## src/rtl/rcr_pkg.sv

```systemverilog
// Package: types, codes and the sine table of the column renderer.
`timescale 1ns / 1ps
`default_nettype none
package rcr_pkg;

  localparam int unsigned STEP_Q10 = 102;

  // register indexes of the configuration port
  localparam logic [1:0] CFG_FOV   = 2'd0;
  localparam logic [1:0] CFG_DEPTH = 2'd1;

  // request kinds
  localparam logic REQ_MAP_WRITE = 1'b0;
  localparam logic REQ_RENDER    = 1'b1;

  localparam logic [14:0] QSINE [17] = '{
    15'd0, 15'd1606, 15'd3196, 15'd4756, 15'd6270, 15'd7723, 15'd9102, 15'd10394,
    15'd11585, 15'd12665, 15'd13623, 15'd14449, 15'd15137, 15'd15679, 15'd16069,
    15'd16305, 15'd16384
  };

  typedef enum logic [1:0] {F_IDLE, F_DIV, F_TRIG, F_PUSH} front_state_t;
  typedef enum logic [2:0] {B_IDLE, B_MARCH, B_DIV, B_CEIL, B_EMIT} back_state_t;

  typedef struct packed {
    logic               is_render;
    logic [3:0]         row;
    logic [31:0]        bits;
    logic [14:0]        px;
    logic [13:0]        py;
    logic signed [15:0] cs;
    logic signed [15:0] sn;
  } queue_entry_t;

  // Q1.14 sine, 4096 units per turn, linear between table points
  function automatic logic signed [15:0] sine_q14(input logic [11:0] a);
    logic [1:0]  quad;
    logic [10:0] r;
    logic [4:0]  idx;
    logic [5:0]  frac;
    logic [14:0] lo;
    logic [14:0] hi;
    logic [20:0] prod;
    logic [15:0] v;
    quad = a[11:10];
    r    = quad[0] ? (11'd1024 - {1'b0, a[9:0]}) : {1'b0, a[9:0]};
    idx  = r[10:6];
    frac = r[5:0];
    lo   = QSINE[idx[3:0]];
    hi   = QSINE[5'(idx[3:0]) + 5'd1];
    prod = 21'(hi - lo) * 21'(frac);
    if (idx[4]) begin
      v = 16'(QSINE[16]);
    end else begin
      v = 16'(lo) + 16'(prod[20:6]);
    end
    return quad[1] ? $signed(-v) : $signed(v);
  endfunction

endpackage
`default_nettype wire

```

## src/rtl/rcr_if.sv

```systemverilog
// Channel interfaces: render/map requests, shaded pixels, register writes.
`timescale 1ns / 1ps
`default_nettype none
interface rcr_in_if;
  logic        valid;
  logic        ready;
  logic        req_type;
  logic [3:0]  map_row;
  logic [31:0] map_bits;
  logic [6:0]  column;
  logic [14:0] player_x;
  logic [13:0] player_y;
  logic [11:0] player_angle;
  modport source (output valid, req_type, map_row, map_bits, column, player_x, player_y,
                  player_angle, input ready);
  modport sink (input valid, req_type, map_row, map_bits, column, player_x, player_y,
                player_angle, output ready);
endinterface

interface rcr_out_if;
  logic        valid;
  logic        ready;
  logic [5:0]  screen_row;
  logic [3:0]  shade;
  logic [15:0] wall_distance;
  logic        last;
  modport source (output valid, screen_row, shade, wall_distance, last, input ready);
  modport sink (input valid, screen_row, shade, wall_distance, last, output ready);
endinterface

interface rcr_cfg_if;
  logic        valid;
  logic        ready;
  logic [1:0]  index;
  logic [10:0] data;
  modport source (output valid, index, data, input ready);
  modport sink (input valid, index, data, output ready);
endinterface
`default_nettype wire

```

## src/rtl/raycast_column_renderer_top.sv

```systemverilog
// Top level of the grid ray-marching column renderer.
//
//  channel  dir  handshake      payload
//  in_ch    in   valid/ready    req_type map_row map_bits column player_x/y player_angle
//  out_ch   out  valid/ready    screen_row shade wall_distance last
//  cfg_ch   in   valid/ready    index data (0 fov_angle, 1 max_depth), always ready
//
// A map write goes through F_PUSH and the queue to B_IDLE. A render passes F_DIV, F_TRIG and
// F_PUSH, marches one step per cycle (up to MAX_STEPS), divides one quotient bit per cycle,
// sets bands (B_CEIL), then one screen row per cycle at the output register unless stalled.
// The two-entry queue lets the front take the next transaction while the back marches.
// Synchronous active-low reset clears control state and the wall map.
// A stalled output holds its pixel; the march and divide do not wait on out_ch.
`timescale 1ns / 1ps
`default_nettype none
module raycast_column_renderer_top #(
  parameter int MAP_WIDTH     = 32,
  parameter int MAP_HEIGHT    = 16,
  parameter int SCREEN_WIDTH  = 120,
  parameter int SCREEN_HEIGHT = 40,
  parameter int MAX_STEPS     = 512
) (
  input wire         clk,
  input wire         rst_n,
  rcr_in_if.sink     in_ch,
  rcr_out_if.source  out_ch,
  rcr_cfg_if.sink    cfg_ch
);
  logic [10:0] fov_r;
  logic [5:0]  depth_r;
  logic                  fq_valid, fq_ready, bq_valid, bq_ready;
  rcr_pkg::queue_entry_t fq_entry, bq_entry;

  assign cfg_ch.ready = 1'b1;

  always_ff @(posedge clk) begin
    if (!rst_n) begin
      fov_r   <= 11'd683;
      depth_r <= 6'd16;
    end else if (cfg_ch.valid) begin
      case (cfg_ch.index)
        rcr_pkg::CFG_FOV:   fov_r   <= cfg_ch.data;
        rcr_pkg::CFG_DEPTH: depth_r <= cfg_ch.data[5:0];
        default: ;
      endcase
    end
  end

  rcr_front #(.SCREEN_WIDTH(SCREEN_WIDTH)) u_front (
    .clk, .rst_n,
    .in_valid(in_ch.valid), .in_ready(in_ch.ready),
    .req_type(in_ch.req_type), .map_row(in_ch.map_row), .map_bits(in_ch.map_bits),
    .column(in_ch.column), .player_x(in_ch.player_x), .player_y(in_ch.player_y),
    .player_angle(in_ch.player_angle), .fov_angle(fov_r),
    .q_valid(fq_valid), .q_ready(fq_ready), .q_entry(fq_entry)
  );

  rcr_fifo u_fifo (
    .clk, .rst_n,
    .push_valid(fq_valid), .push_ready(fq_ready), .push_entry(fq_entry),
    .pop_valid(bq_valid), .pop_ready(bq_ready), .pop_entry(bq_entry)
  );

  rcr_back #(
    .MAP_WIDTH(MAP_WIDTH), .MAP_HEIGHT(MAP_HEIGHT),
    .SCREEN_HEIGHT(SCREEN_HEIGHT), .MAX_STEPS(MAX_STEPS)
  ) u_back (
    .clk, .rst_n,
    .pop_valid(bq_valid), .pop_ready(bq_ready), .pop_entry(bq_entry),
    .max_depth(depth_r),
    .out_valid(out_ch.valid), .out_ready(out_ch.ready),
    .out_screen_row(out_ch.screen_row), .out_shade(out_ch.shade),
    .out_wall_distance(out_ch.wall_distance), .out_last(out_ch.last)
  );
endmodule
`default_nettype wire

```

## src/rtl/rcr_front.sv

```systemverilog
// Front end: accepts requests, works out the ray angle and its sine and cosine.
`timescale 1ns / 1ps
`default_nettype none
module rcr_front #(
  parameter int SCREEN_WIDTH = 120
) (
  input  wire                  clk,
  input  wire                  rst_n,
  input  wire                  in_valid,
  output logic                 in_ready,
  input  wire                  req_type,
  input  wire  [3:0]           map_row,
  input  wire  [31:0]          map_bits,
  input  wire  [6:0]           column,
  input  wire  [14:0]          player_x,
  input  wire  [13:0]          player_y,
  input  wire  [11:0]          player_angle,
  input  wire  [10:0]          fov_angle,
  output logic                 q_valid,
  input  wire                  q_ready,
  output rcr_pkg::queue_entry_t q_entry
);
  // column*fov/width by reciprocal, exact for all 18-bit products
  localparam int K = 27;
  localparam int RECW = 25;
  localparam logic [RECW-1:0] RECIP = RECW'(((64'd1 << K) + SCREEN_WIDTH - 1) / SCREEN_WIDTH);

  rcr_pkg::front_state_t state_r, state_nxt;
  rcr_pkg::queue_entry_t ent_r, ent_nxt;
  logic [17:0] prod_r, prod_nxt;
  logic [14:0] quo_r, quo_nxt;
  logic [11:0] ang_r, ang_nxt;
  logic [42:0] scaled;
  logic [11:0] ray;

  assign scaled  = 43'(prod_r) * 43'(RECIP);
  assign ray     = ang_r - 12'(fov_angle[10:1]) + quo_r[11:0];
  assign q_entry = ent_r;

  always_ff @(posedge clk) begin
    if (!rst_n) begin
      state_r <= rcr_pkg::F_IDLE;
    end else begin
      state_r <= state_nxt;
    end
    ent_r  <= ent_nxt;
    prod_r <= prod_nxt;
    quo_r  <= quo_nxt;
    ang_r  <= ang_nxt;
  end

  always_comb begin
    state_nxt = state_r;
    ent_nxt   = ent_r;
    prod_nxt  = prod_r;
    quo_nxt   = quo_r;
    ang_nxt   = ang_r;
    in_ready  = 1'b0;
    q_valid   = 1'b0;
    unique case (state_r)
      rcr_pkg::F_IDLE: begin
        in_ready = 1'b1;
        if (in_valid) begin
          ent_nxt.is_render = req_type;
          ent_nxt.row       = map_row;
          ent_nxt.bits      = map_bits;
          ent_nxt.px        = player_x;
          ent_nxt.py        = player_y;
          ent_nxt.cs        = '0;
          ent_nxt.sn        = '0;
          ang_nxt           = player_angle;
          prod_nxt          = 18'(column) * 18'(fov_angle);
          state_nxt = (req_type == rcr_pkg::REQ_RENDER) ? rcr_pkg::F_DIV : rcr_pkg::F_PUSH;
        end
      end
      rcr_pkg::F_DIV: begin
        quo_nxt   = scaled[K+14:K];
        state_nxt = rcr_pkg::F_TRIG;
      end
      rcr_pkg::F_TRIG: begin
        ent_nxt.cs = rcr_pkg::sine_q14(ray + 12'd1024);
        ent_nxt.sn = rcr_pkg::sine_q14(ray);
        state_nxt  = rcr_pkg::F_PUSH;
      end
      rcr_pkg::F_PUSH: begin
        q_valid = 1'b1;
        if (q_ready) state_nxt = rcr_pkg::F_IDLE;
      end
      default: state_nxt = rcr_pkg::F_IDLE;
    endcase
  end
endmodule
`default_nettype wire

```

## src/rtl/rcr_fifo.sv

```systemverilog
// Two-entry queue between the front end and the marcher.
`timescale 1ns / 1ps
`default_nettype none
module rcr_fifo (
  input  wire                   clk,
  input  wire                   rst_n,
  input  wire                   push_valid,
  output logic                  push_ready,
  input  rcr_pkg::queue_entry_t push_entry,
  output logic                  pop_valid,
  input  wire                   pop_ready,
  output rcr_pkg::queue_entry_t pop_entry
);
  rcr_pkg::queue_entry_t mem_r [2];
  logic       wp_r, rp_r;
  logic [1:0] cnt_r;
  logic       do_push, do_pop;

  assign push_ready = (cnt_r != 2'd2);
  assign pop_valid  = (cnt_r != 2'd0);
  assign pop_entry  = mem_r[rp_r];
  assign do_push    = push_valid && push_ready;
  assign do_pop     = pop_valid && pop_ready;

  always_ff @(posedge clk) begin
    if (!rst_n) begin
      wp_r  <= 1'b0;
      rp_r  <= 1'b0;
      cnt_r <= 2'd0;
    end else begin
      if (do_push) wp_r <= ~wp_r;
      if (do_pop) rp_r <= ~rp_r;
      cnt_r <= cnt_r + 2'(do_push) - 2'(do_pop);
    end
    if (do_push) mem_r[wp_r] <= push_entry;
  end
endmodule
`default_nettype wire

```

## src/rtl/rcr_back.sv

```systemverilog
// Back end: map storage, ray march, perspective divide and pixel emission.
`timescale 1ns / 1ps
`default_nettype none
module rcr_back #(
  parameter int MAP_WIDTH     = 32,
  parameter int MAP_HEIGHT    = 16,
  parameter int SCREEN_HEIGHT = 40,
  parameter int MAX_STEPS     = 512
) (
  input  wire                   clk,
  input  wire                   rst_n,
  input  wire                   pop_valid,
  output logic                  pop_ready,
  input  rcr_pkg::queue_entry_t pop_entry,
  input  wire  [5:0]            max_depth,
  output logic                  out_valid,
  input  wire                   out_ready,
  output logic [5:0]            out_screen_row,
  output logic [3:0]            out_shade,
  output logic [15:0]           out_wall_distance,
  output logic                  out_last
);
  localparam int DMAX = MAX_STEPS * rcr_pkg::STEP_Q10;
  localparam int DW   = $clog2(DMAX + 1);
  localparam int ACCW = DW + 17;
  localparam int TW   = ACCW - 13;
  localparam int NW   = TW - 11;
  localparam int NSW  = $clog2(MAX_STEPS + 1);
  localparam int RW   = $clog2(MAP_HEIGHT);
  localparam int CW   = $clog2(MAP_WIDTH);
  localparam int NUMW = $clog2(SCREEN_HEIGHT + 1) + 20;
  localparam int CRW  = NUMW - 8;
  localparam int DCW  = $clog2(NUMW);
  localparam logic [NUMW-1:0] NUM = NUMW'(SCREEN_HEIGHT) << 20;
  localparam int CMPW = DW + 3;

  rcr_pkg::back_state_t state_r, state_nxt;
  logic [MAP_WIDTH-1:0]   map_r [MAP_HEIGHT];
  logic [DW-1:0]          d_r, d_nxt;
  logic [NSW-1:0]         n_r, n_nxt;
  logic signed [ACCW-1:0] accx_r, accx_nxt, accy_r, accy_nxt;
  logic signed [ACCW-1:0] incx_r, incx_nxt, incy_r, incy_nxt;
  logic [14:0]            px_r, px_nxt;
  logic [13:0]            py_r, py_nxt;
  logic [DW:0]            rem_r, rem_nxt;
  logic [NUMW-1:0]        q_r, q_nxt;
  logic [DCW-1:0]         dc_r, dc_nxt;
  logic signed [CRW-1:0]  ceil_r, ceil_nxt;
  logic [2:0]             wsh_r, wsh_nxt;
  logic [5:0]             y_r, y_nxt;
  logic                   ov_r, ov_nxt;
  logic [5:0]             orow_r, orow_nxt;
  logic [3:0]             osh_r, osh_nxt;
  logic [15:0]            odist_r, odist_nxt;
  logic                   olast_r, olast_nxt;

  logic signed [TW-1:0]   tx, ty;
  logic                   off, wall;
  logic [DW:0]            rem_sh;
  logic signed [NUMW:0]   c10, c10_neg;
  logic [CMPW-1:0]        mq, dx;
  logic signed [CRW-1:0]  ys, floor_row;
  logic [6:0]             hy;
  logic [6:0]             row7;
  logic [63:0]            bits64;
  logic                   map_we;
  logic signed [ACCW-1:0] cs_ext, sn_ext;

  assign cs_ext = ACCW'(pop_entry.cs);
  assign sn_ext = ACCW'(pop_entry.sn);

  // tested point of the current step
  assign tx   = TW'(accx_r >>> 14) + $signed(TW'(px_r));
  assign ty   = TW'(accy_r >>> 14) + $signed(TW'(py_r));
  assign off  = tx[TW-1] || ty[TW-1] || (tx[TW-2:10] >= NW'(MAP_WIDTH)) ||
                (ty[TW-2:10] >= NW'(MAP_HEIGHT));
  assign wall = !off && map_r[ty[RW+9:10]][tx[CW+9:10]];

  assign rem_sh  = {rem_r[DW-1:0], NUM[dc_r]};
  assign c10     = $signed((NUMW+1)'(SCREEN_HEIGHT * 512)) - $signed({1'b0, q_r});
  assign c10_neg = -c10;
  assign mq      = CMPW'({max_depth, 10'd0});
  assign dx      = CMPW'(d_r);
  assign ys      = $signed(CRW'(y_r));
  assign floor_row = $signed(CRW'(SCREEN_HEIGHT)) - ceil_r;
  assign hy      = 7'(SCREEN_HEIGHT) - {1'b0, y_r};
  assign row7    = {3'd0, pop_entry.row};
  assign bits64  = {32'd0, pop_entry.bits};
  assign map_we  = (state_r == rcr_pkg::B_IDLE) && pop_valid &&
                   (pop_entry.is_render == rcr_pkg::REQ_MAP_WRITE) &&
                   (row7 < 7'(MAP_HEIGHT));

  assign out_valid         = ov_r;
  assign out_screen_row    = orow_r;
  assign out_shade         = osh_r;
  assign out_wall_distance = odist_r;
  assign out_last          = olast_r;

  always_ff @(posedge clk) begin
    if (!rst_n) begin
      state_r <= rcr_pkg::B_IDLE;
      ov_r    <= 1'b0;
      for (int i = 0; i < MAP_HEIGHT; i++) map_r[i] <= '0;
    end else begin
      state_r <= state_nxt;
      ov_r    <= ov_nxt;
      if (map_we) map_r[row7[RW-1:0]] <= bits64[MAP_WIDTH-1:0];
    end
    d_r     <= d_nxt;
    n_r     <= n_nxt;
    accx_r  <= accx_nxt;
    accy_r  <= accy_nxt;
    incx_r  <= incx_nxt;
    incy_r  <= incy_nxt;
    px_r    <= px_nxt;
    py_r    <= py_nxt;
    rem_r   <= rem_nxt;
    q_r     <= q_nxt;
    dc_r    <= dc_nxt;
    ceil_r  <= ceil_nxt;
    wsh_r   <= wsh_nxt;
    y_r     <= y_nxt;
    orow_r  <= orow_nxt;
    osh_r   <= osh_nxt;
    odist_r <= odist_nxt;
    olast_r <= olast_nxt;
  end

  always_comb begin
    state_nxt = state_r;
    d_nxt     = d_r;
    n_nxt     = n_r;
    accx_nxt  = accx_r;
    accy_nxt  = accy_r;
    incx_nxt  = incx_r;
    incy_nxt  = incy_r;
    px_nxt    = px_r;
    py_nxt    = py_r;
    rem_nxt   = rem_r;
    q_nxt     = q_r;
    dc_nxt    = dc_r;
    ceil_nxt  = ceil_r;
    wsh_nxt   = wsh_r;
    y_nxt     = y_r;
    orow_nxt  = orow_r;
    osh_nxt   = osh_r;
    odist_nxt = odist_r;
    olast_nxt = olast_r;
    ov_nxt    = ov_r && !out_ready;
    pop_ready = 1'b0;
    unique case (state_r)
      rcr_pkg::B_IDLE: begin
        pop_ready = 1'b1;
        if (pop_valid && pop_entry.is_render == rcr_pkg::REQ_RENDER) begin
          incx_nxt  = cs_ext * ACCW'(rcr_pkg::STEP_Q10);
          incy_nxt  = sn_ext * ACCW'(rcr_pkg::STEP_Q10);
          accx_nxt  = cs_ext * ACCW'(rcr_pkg::STEP_Q10);
          accy_nxt  = sn_ext * ACCW'(rcr_pkg::STEP_Q10);
          d_nxt     = DW'(rcr_pkg::STEP_Q10);
          n_nxt     = NSW'(1);
          px_nxt    = pop_entry.px;
          py_nxt    = pop_entry.py;
          state_nxt = rcr_pkg::B_MARCH;
        end
      end
      rcr_pkg::B_MARCH: begin
        if (off || wall || n_r == NSW'(MAX_STEPS)) begin
          rem_nxt   = '0;
          q_nxt     = '0;
          dc_nxt    = DCW'(NUMW - 1);
          state_nxt = rcr_pkg::B_DIV;
        end else begin
          n_nxt    = n_r + NSW'(1);
          d_nxt    = d_r + DW'(rcr_pkg::STEP_Q10);
          accx_nxt = accx_r + incx_r;
          accy_nxt = accy_r + incy_r;
        end
      end
      rcr_pkg::B_DIV: begin
        // one quotient bit of height*2^20 / distance per cycle
        if (rem_sh >= {1'b0, d_r}) begin
          rem_nxt = rem_sh - {1'b0, d_r};
          q_nxt   = {q_r[NUMW-2:0], 1'b1};
        end else begin
          rem_nxt = rem_sh;
          q_nxt   = {q_r[NUMW-2:0], 1'b0};
        end
        dc_nxt = dc_r - DCW'(1);
        if (dc_r == '0) state_nxt = rcr_pkg::B_CEIL;
      end
      rcr_pkg::B_CEIL: begin
        if (c10[NUMW]) begin
          ceil_nxt = -$signed(CRW'(c10_neg >>> 10));
        end else begin
          ceil_nxt = $signed(CRW'(c10 >>> 10));
        end
        if ((dx << 2) < mq) wsh_nxt = 3'd1;
        else if (dx * CMPW'(3) < mq) wsh_nxt = 3'd2;
        else if ((dx << 1) < mq) wsh_nxt = 3'd3;
        else if (dx < mq) wsh_nxt = 3'd4;
        else wsh_nxt = 3'd0;
        y_nxt     = '0;
        state_nxt = rcr_pkg::B_EMIT;
      end
      rcr_pkg::B_EMIT: begin
        if (!ov_r || out_ready) begin
          ov_nxt    = 1'b1;
          orow_nxt  = y_r;
          odist_nxt = (d_r > DW'(65535)) ? 16'hFFFF : 16'(d_r);
          olast_nxt = (y_r == 6'(SCREEN_HEIGHT - 1));
          priority if (ys < ceil_r) osh_nxt = 4'd0;
          else if (ys < floor_row) osh_nxt = 4'(wsh_r);
          else if ((10'(hy) << 3) < 10'(SCREEN_HEIGHT)) osh_nxt = 4'd5;
          else if ((10'(hy) << 2) < 10'(SCREEN_HEIGHT)) osh_nxt = 4'd6;
          else if ((10'(hy) << 3) < 10'(3 * SCREEN_HEIGHT)) osh_nxt = 4'd7;
          else osh_nxt = 4'd8;
          y_nxt = y_r + 6'd1;
          if (y_r == 6'(SCREEN_HEIGHT - 1)) state_nxt = rcr_pkg::B_IDLE;
        end
      end
      default: state_nxt = rcr_pkg::B_IDLE;
    endcase
  end
endmodule
`default_nettype wire

```

## src/flat_wrapper.sv

```systemverilog
// flat-port wrapper written by rule: the top's interface ports become plain ports
module raycast_column_renderer_top_flat 
#(
  parameter int MAP_WIDTH     = 32,
  parameter int MAP_HEIGHT    = 16,
  parameter int SCREEN_WIDTH  = 120,
  parameter int SCREEN_HEIGHT = 40,
  parameter int MAX_STEPS     = 512
)
  (clk, rst_n, in_ch_valid, in_ch_req_type, in_ch_map_row, in_ch_map_bits, in_ch_column, in_ch_player_x, in_ch_player_y, in_ch_player_angle, in_ch_ready, out_ch_valid, out_ch_screen_row, out_ch_shade, out_ch_wall_distance, out_ch_last, out_ch_ready, cfg_ch_valid, cfg_ch_index, cfg_ch_data, cfg_ch_ready);
  rcr_in_if in_ch_i ();
  rcr_out_if out_ch_i ();
  rcr_cfg_if cfg_ch_i ();
  input wire clk;
  input wire rst_n;
  input wire logic [$bits(in_ch_i.valid)-1:0] in_ch_valid;
  input wire logic [$bits(in_ch_i.req_type)-1:0] in_ch_req_type;
  input wire logic [$bits(in_ch_i.map_row)-1:0] in_ch_map_row;
  input wire logic [$bits(in_ch_i.map_bits)-1:0] in_ch_map_bits;
  input wire logic [$bits(in_ch_i.column)-1:0] in_ch_column;
  input wire logic [$bits(in_ch_i.player_x)-1:0] in_ch_player_x;
  input wire logic [$bits(in_ch_i.player_y)-1:0] in_ch_player_y;
  input wire logic [$bits(in_ch_i.player_angle)-1:0] in_ch_player_angle;
  output wire logic [$bits(in_ch_i.ready)-1:0] in_ch_ready;
  output wire logic [$bits(out_ch_i.valid)-1:0] out_ch_valid;
  output wire logic [$bits(out_ch_i.screen_row)-1:0] out_ch_screen_row;
  output wire logic [$bits(out_ch_i.shade)-1:0] out_ch_shade;
  output wire logic [$bits(out_ch_i.wall_distance)-1:0] out_ch_wall_distance;
  output wire logic [$bits(out_ch_i.last)-1:0] out_ch_last;
  input wire logic [$bits(out_ch_i.ready)-1:0] out_ch_ready;
  input wire logic [$bits(cfg_ch_i.valid)-1:0] cfg_ch_valid;
  input wire logic [$bits(cfg_ch_i.index)-1:0] cfg_ch_index;
  input wire logic [$bits(cfg_ch_i.data)-1:0] cfg_ch_data;
  output wire logic [$bits(cfg_ch_i.ready)-1:0] cfg_ch_ready;
  assign in_ch_i.valid = in_ch_valid;
  assign in_ch_i.req_type = in_ch_req_type;
  assign in_ch_i.map_row = in_ch_map_row;
  assign in_ch_i.map_bits = in_ch_map_bits;
  assign in_ch_i.column = in_ch_column;
  assign in_ch_i.player_x = in_ch_player_x;
  assign in_ch_i.player_y = in_ch_player_y;
  assign in_ch_i.player_angle = in_ch_player_angle;
  assign in_ch_ready = in_ch_i.ready;
  assign out_ch_valid = out_ch_i.valid;
  assign out_ch_screen_row = out_ch_i.screen_row;
  assign out_ch_shade = out_ch_i.shade;
  assign out_ch_wall_distance = out_ch_i.wall_distance;
  assign out_ch_last = out_ch_i.last;
  assign out_ch_i.ready = out_ch_ready;
  assign cfg_ch_i.valid = cfg_ch_valid;
  assign cfg_ch_i.index = cfg_ch_index;
  assign cfg_ch_i.data = cfg_ch_data;
  assign cfg_ch_ready = cfg_ch_i.ready;
  raycast_column_renderer_top #(.MAP_WIDTH(MAP_WIDTH), .MAP_HEIGHT(MAP_HEIGHT), .SCREEN_WIDTH(SCREEN_WIDTH), .SCREEN_HEIGHT(SCREEN_HEIGHT), .MAX_STEPS(MAX_STEPS)) u_core (.clk(clk), .rst_n(rst_n), .in_ch(in_ch_i), .out_ch(out_ch_i), .cfg_ch(cfg_ch_i));
endmodule
```

## config.mk

```make
export PLATFORM = sky130hd
export DESIGN_NAME = raycast_column_renderer_top_flat
export DESIGN_NICKNAME = d
export VERILOG_FILES = /design/src/rtl/rcr_pkg.sv /design/src/rtl/rcr_if.sv /design/src/rtl/raycast_column_renderer_top.sv /design/src/rtl/rcr_front.sv /design/src/rtl/rcr_fifo.sv /design/src/rtl/rcr_back.sv /design/src/flat_wrapper.sv
export SDC_FILE = /design/constraint.sdc
export NUM_CORES = 2
export LEC_CHECK = 0
export ABC_AREA = 1
export BUFFER_PORTS_ARGS = -buffer_cell sky130_fd_sc_hd__buf_2
export CAP_MARGIN = 20
export CORE_AREA = 2 2 414 416
export CTS_BUF_LIST = sky130_fd_sc_hd__clkbuf_8
export CTS_CLUSTER_DIAMETER = 50
export DETAILED_ROUTE_END_ITERATION = 10
export DIE_AREA = 0 0 416 418
export SYNTH_ARGS = -nofsm -noshare
export SYNTH_HDL_FRONTEND = slang
export SYNTH_SLANG_ARGS = --single-unit
```

## constraint.sdc

```tcl
create_clock -name clk -period 35.8 [get_ports clk]
set_clock_uncertainty 0.15 [all_clocks]
set_input_delay 3.58 -clock clk [delete_from_list [all_inputs] [get_ports clk]]
set_output_delay 3.58 -clock clk [all_outputs]
set_load 0.01 [all_outputs]
```

=== Word-level counts from Yosys, hierarchy flattened ===
Memories as Yosys holds them, arrays and structs flattened. A register that Yosys moved wholly into a read port is not among the register bits.
Index checks and enable logic that the tools add are counted.

* Muxes and demuxes: 78
* Equal/unequal tests: 19
* $add $sub $neg: 29
* Magnitude comparators: 20
* Reduce and logical (&&, ||, !) cells: 40
* Multiply operators: 7
* Bitwise operators: 7

{| class="wikitable"
|+ Operators by type and width
! operator !! count
|-
| two-way mux 16 bit || 11
|-
| two-way mux 33 bit || 4
|-
| one-hot mux 33 bit (2 select lines) || 2
|-
| two-way mux 15 bit || 8
|-
| adder 33 bit || 2
|-
| multiplier 33 x 6 -> 32 bit (second input constant) || 2
|-
| two-way mux 32 bit || 2
|-
| one-hot mux 16 bit (2 select lines) || 2
|-
| one-hot mux 32 bit (2 select lines) || 1
|-
| one-hot mux 26 bit (2 select lines) || 1
|-
| multiplier 16 x 7 -> 21 bit || 2
|-
| multiplier 18 x 20 -> 38 bit (second input constant) || 1
|-
| less-than comparator 18 x 16 -> 1 bit || 2
|-
| less-than comparator 7 x 18 -> 1 bit || 2
|-
| adder 15 x 15 -> 16 bit || 2
|-
| negator 16 bit || 2
|-
| OR reduction 32 bit || 1
|-
| subtractor 15 x 15 -> 16 bit || 2
|-
| two-way mux 3 bit || 9
|-
| negator 27 bit || 1
|-
| subtractor 15 x 26 -> 27 bit (first input constant) || 1
|-
| two-way mux 26 bit || 1
|-
| two-way mux 11 bit || 2
|-
| subtractor 11 x 10 -> 11 bit (first input constant) || 2
|-
| 67 further kinds || 135
|}

* Memories kept: 7
* Memory bits (read-only): 1,952
* Logic and storage cells: 246
* Register bits after elaboration: 453
* RAM bits: 708
* Output and inout port bits: 30
* Input bits: 103

{| class="wikitable"
|+ Memories
! name !! depth !! width !! rd ports !! clocked after Yosys merged registers in !! write ports !! line !! RTL
|-
| u_core.u_back.map_r || 16 || 32 || 1 || 0 || 16 || rcr_back.sv:38 || <nowiki>logic [MAP_WIDTH-1:0] map_r [MAP_HEIGHT];</nowiki>
|-
| (no name shown) || 32 || 15 || 1 || 0 || 0 || rcr_pkg.sv:50 || <nowiki>hi = QSINE[5'(idx[3:0]) + 5'd1];</nowiki>
|-
| (no name shown) || 32 || 15 || 1 || 0 || 0 || rcr_pkg.sv:49 || <nowiki>lo = QSINE[idx[3:0]];</nowiki>
|-
| (no name shown) || 32 || 15 || 1 || 0 || 0 || rcr_pkg.sv:49 ||
|-
| (no name shown) || 32 || 15 || 1 || 0 || 0 || rcr_pkg.sv:50 ||
|-
| u_core.u_fifo.mem_r || 2 || 98 || 1 || 1 || 1 || rcr_fifo.sv:14 || <nowiki>rcr_pkg::queue_entry_t mem_r [2];</nowiki>
|-
| 1 more memories || -- || -- || -- || -- || -- || -- ||
|}

=== Longest topological paths before layout ===
* Depth after elaboration: 18
* Depth in mapped cells: 74
* Gate-level depth less buffers: 72

=== Modules after synthesis ===
Synthesis repeated with hierarchy kept, for this count alone.

* Cells, all modules: 8,136
* Area total of the unflattened synthesis: 75,860.3 sq um

{| class="wikitable"
|+ By module, submodules not included
! module !! cells each !! area an instance (sq um) !! seq. area each (sq um) !! instances
|-
| rcr_back || 4,892 || 45,399.8 || 23,943.0 || 1
|-
| rcr_front || 2,803 || 22,346.4 || 4,244.1 || 1
|-
| rcr_fifo || 341 || 7,384.6 || 5,985.7 || 1
|-
| raycast_column_renderer_top || 100 || 729.4 || 340.3 || 1
|}

=== Worst setup path after synthesis ===
Ideal clock, no wire load.

* Kind: flip-flop to flip-flop
* Start point: register u_core.fov_r[2]
* End point: register u_core.u_front.ent_r (netlist bit u_core.u_front.q_entry[31]) (data pin)
* Clock period less this slack: 11,506 ps
* Path slack: 24,294 ps
* Cell stages (with the launch flop): 69
* Library setup time: 255 ps
* Data arrival time: 11,101 ps
* Cells stage by stage: dfxtp_1 > clkbuf_1 > inv_1 > fa_1 > fa_1 > nand3_1 > nand2_1 > nand2_1 > nand2_2 > xnor2_1 > inv_1 > nor2_4 > nor2_1 > nand2_1 > o21a_1 > buf_4 > clkinv_1 > ha_1 > [... 33 more ...] > xnor2_1 > ha_1 > nand2_1 > nor2_1 > a211oi_1 > nand3_1 > nand2_1 > nand2_1 > nand2_1 > nand2_1 > o21ai_0 > nor2_1 > nor2_1 > nand4_2 > nor2_1 > nand4_1 > a21oi_1 > nor2_1

* Longest elaborated chain between the ends: 18

{| class="wikitable"
|+ RTL lines
! what !! line !! RTL
|-
| start, declared || raycast_column_renderer_top.sv:29 || <nowiki>logic [10:0] fov_r;</nowiki>
|-
| start signal, assigned || raycast_column_renderer_top.sv:42 || <nowiki>rcr_pkg::CFG_FOV: fov_r <= cfg_ch.data;</nowiki>
|-
| subtractor 12 x 10 -> 12 bit * || rcr_front.sv:37 || <nowiki>assign ray = ang_r - 12'(fov_angle[10:1]) + quo_r[11:0];</nowiki>
|-
| adder 12 bit * || rcr_front.sv:37 ||
|-
| adder 12 x 11 -> 12 bit * || rcr_front.sv:81 || <nowiki>ent_nxt.cs = rcr_pkg::sine_q14(ray + 12'd1024);</nowiki>
|-
| subtractor 11 x 10 -> 11 bit || rcr_pkg.sv:46 || <nowiki>r = quad[0] ? (11'd1024 - {1'b0, a[9:0]}) : {1'b0, a[9:0]};</nowiki>
|-
| two-way mux 11 bit || rcr_pkg.sv:46 ||
|-
| adder 4 x 1 -> 5 bit || rcr_pkg.sv:50 ||
|-
| NOT 5 -> 6 bit (not written as such) || rcr_pkg.sv:50 ||
|-
| memory (32 x 15 bit) || -- ||
|-
| two-way mux 15 bit (not written as such) (2 in series) || rcr_pkg.sv:50 ||
|-
| subtractor 15 x 15 -> 16 bit || rcr_pkg.sv:51 || <nowiki>prod = 21'(hi - lo) * 21'(frac);</nowiki>
|-
| multiplier 16 x 7 -> 21 bit || rcr_pkg.sv:51 ||
|-
| adder 15 x 15 -> 16 bit || rcr_pkg.sv:55 || <nowiki>v = 16'(lo) + 16'(prod[20:6]);</nowiki>
|-
| two-way mux 16 bit || rcr_pkg.sv:52 || <nowiki>if (idx[4]) begin</nowiki>
|-
| two-way mux 16 bit || rcr_front.sv:60 || <nowiki>unique case (state_r)</nowiki>
|-
| negator 16 bit || rcr_pkg.sv:57 || <nowiki>return quad[1] ? $signed(-v) : $signed(v);</nowiki>
|-
| two-way mux 16 bit * || rcr_pkg.sv:57 ||
|-
| one-hot mux 32 bit (2 select lines) * || rcr_front.sv:60 ||
|-
| end signal, assigned || rcr_front.sv:46 || <nowiki>ent_r <= ent_nxt;</nowiki>
|-
| end, declared || rcr_front.sv:29 || <nowiki>rcr_pkg::queue_entry_t ent_r, ent_nxt;</nowiki>
|}

Every way passes the cells marked *; elsewhere a longest branch is shown, timed or not. The select of a mux whose other input is x is not followed.
A chain may end at the register's enable or synchronous reset.

=== Worst setup path in the final report ===
Ends and elaborated chain as after synthesis.

==> results <==
- Counting stages on the worst path, the most repeated cell is sky130_fd_sc_hd__nand2_1.
- The count of buffers inserted at the top-level ports is 130.
- The final layout contains 9,461 nets.
- The clock latency at the later pin of the worst-skew pair is just under 1 ns.
- Setup repair after global routing left no endpoint under its margin.
- The path class of the tightest hold or removal check is reg -> reg.
- The area growth from synthesis to layout is 9.66%.
- The shortest period the worst path allows is 13.56 ns.
- The CTS tree is built.
- The average footprint of a synthesized cell is 9.06 µm².
- The cell area that synthesis handed to floorplanning was between 0.07 and 0.08 mm².
- Of the cells placed in the final design, the portion with a size suffix greater than 1 is 0.0785.
- Once layout is done, the placed cells without fillers occupy between 0.08 and 0.09 mm².
- For this run, the register share of the synthesized area comes to 0.455.
- The first global-routing pass estimated 314 mm of wire.
- The number of distinct standard cells referenced by the synthesized netlist is 76.
- The worst slew slack as a fraction of its limit is 0.309.
- Synthesis handed over a netlist of 8,367 instances.
- The number of global-route vias before repair came to between 50,000 and 60,000.
- The die is 416 µm wide.
- The maximum fanout along the worst path is 21.
- In this run the clock root is driven by a sky130_fd_sc_hd__clkbuf_8.
- The die extent in y is 418 µm.
- Ranked by total cell area, the synthesized netlist is headed by sky130_fd_sc_hd__edfxtp_1 (45%), sky130_fd_sc_hd__ha_1 (9.3%), sky130_fd_sc_hd__nand2_1 (8.9%).
- The number of nets in the synthesized netlist is 9,304.
- Max-cap violations in this run came to 0.
- Before antenna repair, the detailed router went through 8 iterations.
- STA classifies the critical path startpoint as a flip-flop.
- The total number of clock tree sinks is 1,159.
- The longest clock path from root to sink contains 3 buffers.
- The initial antenna violation count came to 4.
- For this configuration, the core starts out at a cell density of 0.448.
- The residual overflow from global routing is 0.
- In this run, synthesis inferred approximately 1,100 flip-flops with an integrated enable.
- The average vias per placed instance is 5.19.
- The final-layout setup total negative slack is 0 ns.
- The overall routing resource usage is 0.231.
- The count of endpoints failing hold in the final timing report was 0.
- The ratio of final minimum period to clock period is 0.379.
- The highest cell delay on the worst timing path is 0.54 ns.
- The critical path capture point type is a flip-flop.
- The cell taking the most area after synthesis is sky130_fd_sc_hd__edfxtp_1.
- The post-synthesis sequential element count is ~1,200.
- Once placement completed, the tool counted placed cells totaling 10,500.
- The count of fill cells added during filler insertion is approximately 16,000.
- The endpoint arrival time on the critical path is 14.09 ns.
- For this block, the via count after detailed routing is between 50,000 and 60,000.
- In the synthesized netlist, the cells that appear most often are sky130_fd_sc_hd__nand2_1 (1,788), sky130_fd_sc_hd__inv_1 (1,247), sky130_fd_sc_hd__edfxtp_1 (1,130), sky130_fd_sc_hd__nor2_1 (1,035), sky130_fd_sc_hd__ha_1 (562).
- The clock transition at the register clock pins on the worst setup and hold paths after CTS is 0.06 ns.
- The pin count of the biggest net entering global routing is 86.
- The detailed router finished its first iteration with approximately 4,600 violations.
- The number of instances resized during post-cts repair is 0.
- During synthesis, Yosys emitted a total of 0 warnings.
- The fmax is approximately 0.074 GHz.
- For this run, asynchronously set or reset flops after synthesis account for 0.
- Pin placement for this block handled 133 I/O pins.
- The detail route stage leaves a number of antenna-violating nets equal to 0.
- Yosys instantiated no cell more often than sky130_fd_sc_hd__nand2_1.
- The number of setup buffers added after CTS is 0.
- The final routed DRC violation total is 0.
- The wire length after detailed routing is 201 mm.
- The placed instances occupy a cell area of 0.0791 mm².
- The area enclosed by the die boundary is 0.174 mm².
- The cell with the biggest individual delay on the critical path is sky130_fd_sc_hd__fa_1.
- The number of clock buffers added by TritonCTS is 200.
- In the final routed layout, each cell accounts on average for 18.4 µm.
- The number of cells in the finished layout apart from fillers is 10,900.
- In this run the standard cell core region covers roughly 0.17 mm².
- The flow ran to the end, and the final reports show no timing, DRC or antenna violations.
- The setup-violating endpoint count in the final report is 0.
- The number of hold buffers added after CTS was 0.
- STA puts the critical path data required time at 36.33 ns.
- The main flop type after synthesis is sky130_fd_sc_hd__edfxtp_1.
- At the pin with the least slew margin, the transition time is just over 1 ns.
- The count of standard-cell rows is 151.
- The critical path in this run is classified as reg -> reg.
- The HPWL after detailed placement is 136 mm.
- The max-slew violation count is 0.
- The top cell type's share of synthesized area is 0.448.
- The tightest hold path in the finished design has a slack of 0.292 ns.
- The CTS H-tree depth is 4.
- The final weighted congestion in routability-driven placement is 0.903.
cell type report:
class,count,area (µm²),share of cell area
sequential,1159,34500,0.415
timing repair buffer,241,1520,0.0182
clock inverter,166,1160,0.0140
antenna,2,5.00,0.0000602
tap,2218,2780,0.0334
multi-input combinational,5655,35600,0.428
clock buffer,204,2810,0.0338
inverter,1267,4760,0.0573
logic make-up after synthesis:
family                     Yosys count  share of synthesized area
DFF                               1159                      0.455
AOI/OAI and AO/OA                  928                     0.0701
xor gates and xnor gates           261                     0.0309
and+or+nand+nor                   3597                      0.197
muxes                               33                    0.00436
buffers and inverters             1553                     0.0778
other                                2                  0.0000991
adders and majority gates          834                      0.165
through the flow:
stage / setup WS [ns] / utilization
floorplan: 24.29 / -
global placement: 22.74 / 0.468
detailed placement: 22.41 / 0.468
CTS: 22.31 / 0.492
global route: 21.07 / 0.492
finish: 22.24 / 0.492
layout by cell type, fill, tap and decap left out, types with 109 or more instances in the layout:
cell type,synthesis,final
sky130_fd_sc_hd__clkbuf_8,0,204
sky130_fd_sc_hd__inv_1,1247,1303
sky130_fd_sc_hd__o21ai_0,280,277
sky130_fd_sc_hd__nand3_1,507,507
sky130_fd_sc_hd__ha_1,562,562
sky130_fd_sc_hd__nand2_1,1788,1749
sky130_fd_sc_hd__a21oi_1,374,374
sky130_fd_sc_hd__nor2_1,1035,1029
sky130_fd_sc_hd__buf_4,4,109
sky130_fd_sc_hd__buf_2,33,130
sky130_fd_sc_hd__xor2_1,178,175
sky130_fd_sc_hd__edfxtp_1,1130,1130
sky130_fd_sc_hd__fa_1,272,272
state kept, by name (all words and copies together), names as in the netlist, 16 cells and up, named ones only:
name and flops:
u_core.u_back.incy_r 32, u_core.u_back.accy_r 32, u_core.u_front.prod_r 18, u_core.u_back.accx_r 32, u_core.u_back.map_r 512, u_core.u_front.q_entry 98
u_core.u_back.rem_r 16, u_core.u_back.incx_r 32, u_core.u_back.q_r 26, u_core.u_fifo.mem_r 196, u_core.u_back.ceil_r 18
critical path: cells and delay by family, from the launching register on:
kind,cells,cell delay [ns]
compound gates,17,3.14
xor+xnor,2,0.41
simple gates,30,3.58
fa+ha+maj,10,4.39
flops,1,0.48
buf+inv,8,1.08
final timing paths:
check	startpoint	endpoint	slack, ns	cells past startpoint
max	u_core.fov_r[2]	u_core.u_front.q_entry[31]	22.24	67
min	u_core.u_front.q_entry[28]	u_core.u_fifo.mem_r[0][28]	0.29	0
max reg2reg	u_core.fov_r[2]	u_core.u_front.q_entry[31]	22.24	67
min reg2reg	u_core.u_front.q_entry[28]	u_core.u_fifo.mem_r[0][28]	0.29	0
routing by layer:
layer / wire length, µm / part of all wire / vias to the layer above / track usage
met5: 0 / 0 / - / 0
met3: 12000 / 0.060 / 298 / 0.0321
met2: 94400 / 0.47 / 1617 / 0.385
met4: 5990 / 0.030 / 0 / 0.0770
li1: - / - / 27800 / -
met1: 88100 / 0.44 / 27000 / 0.310
Power is not shown: default switching activity piles up to over one toggle a cycle in this logic, so the estimate is an artifact.
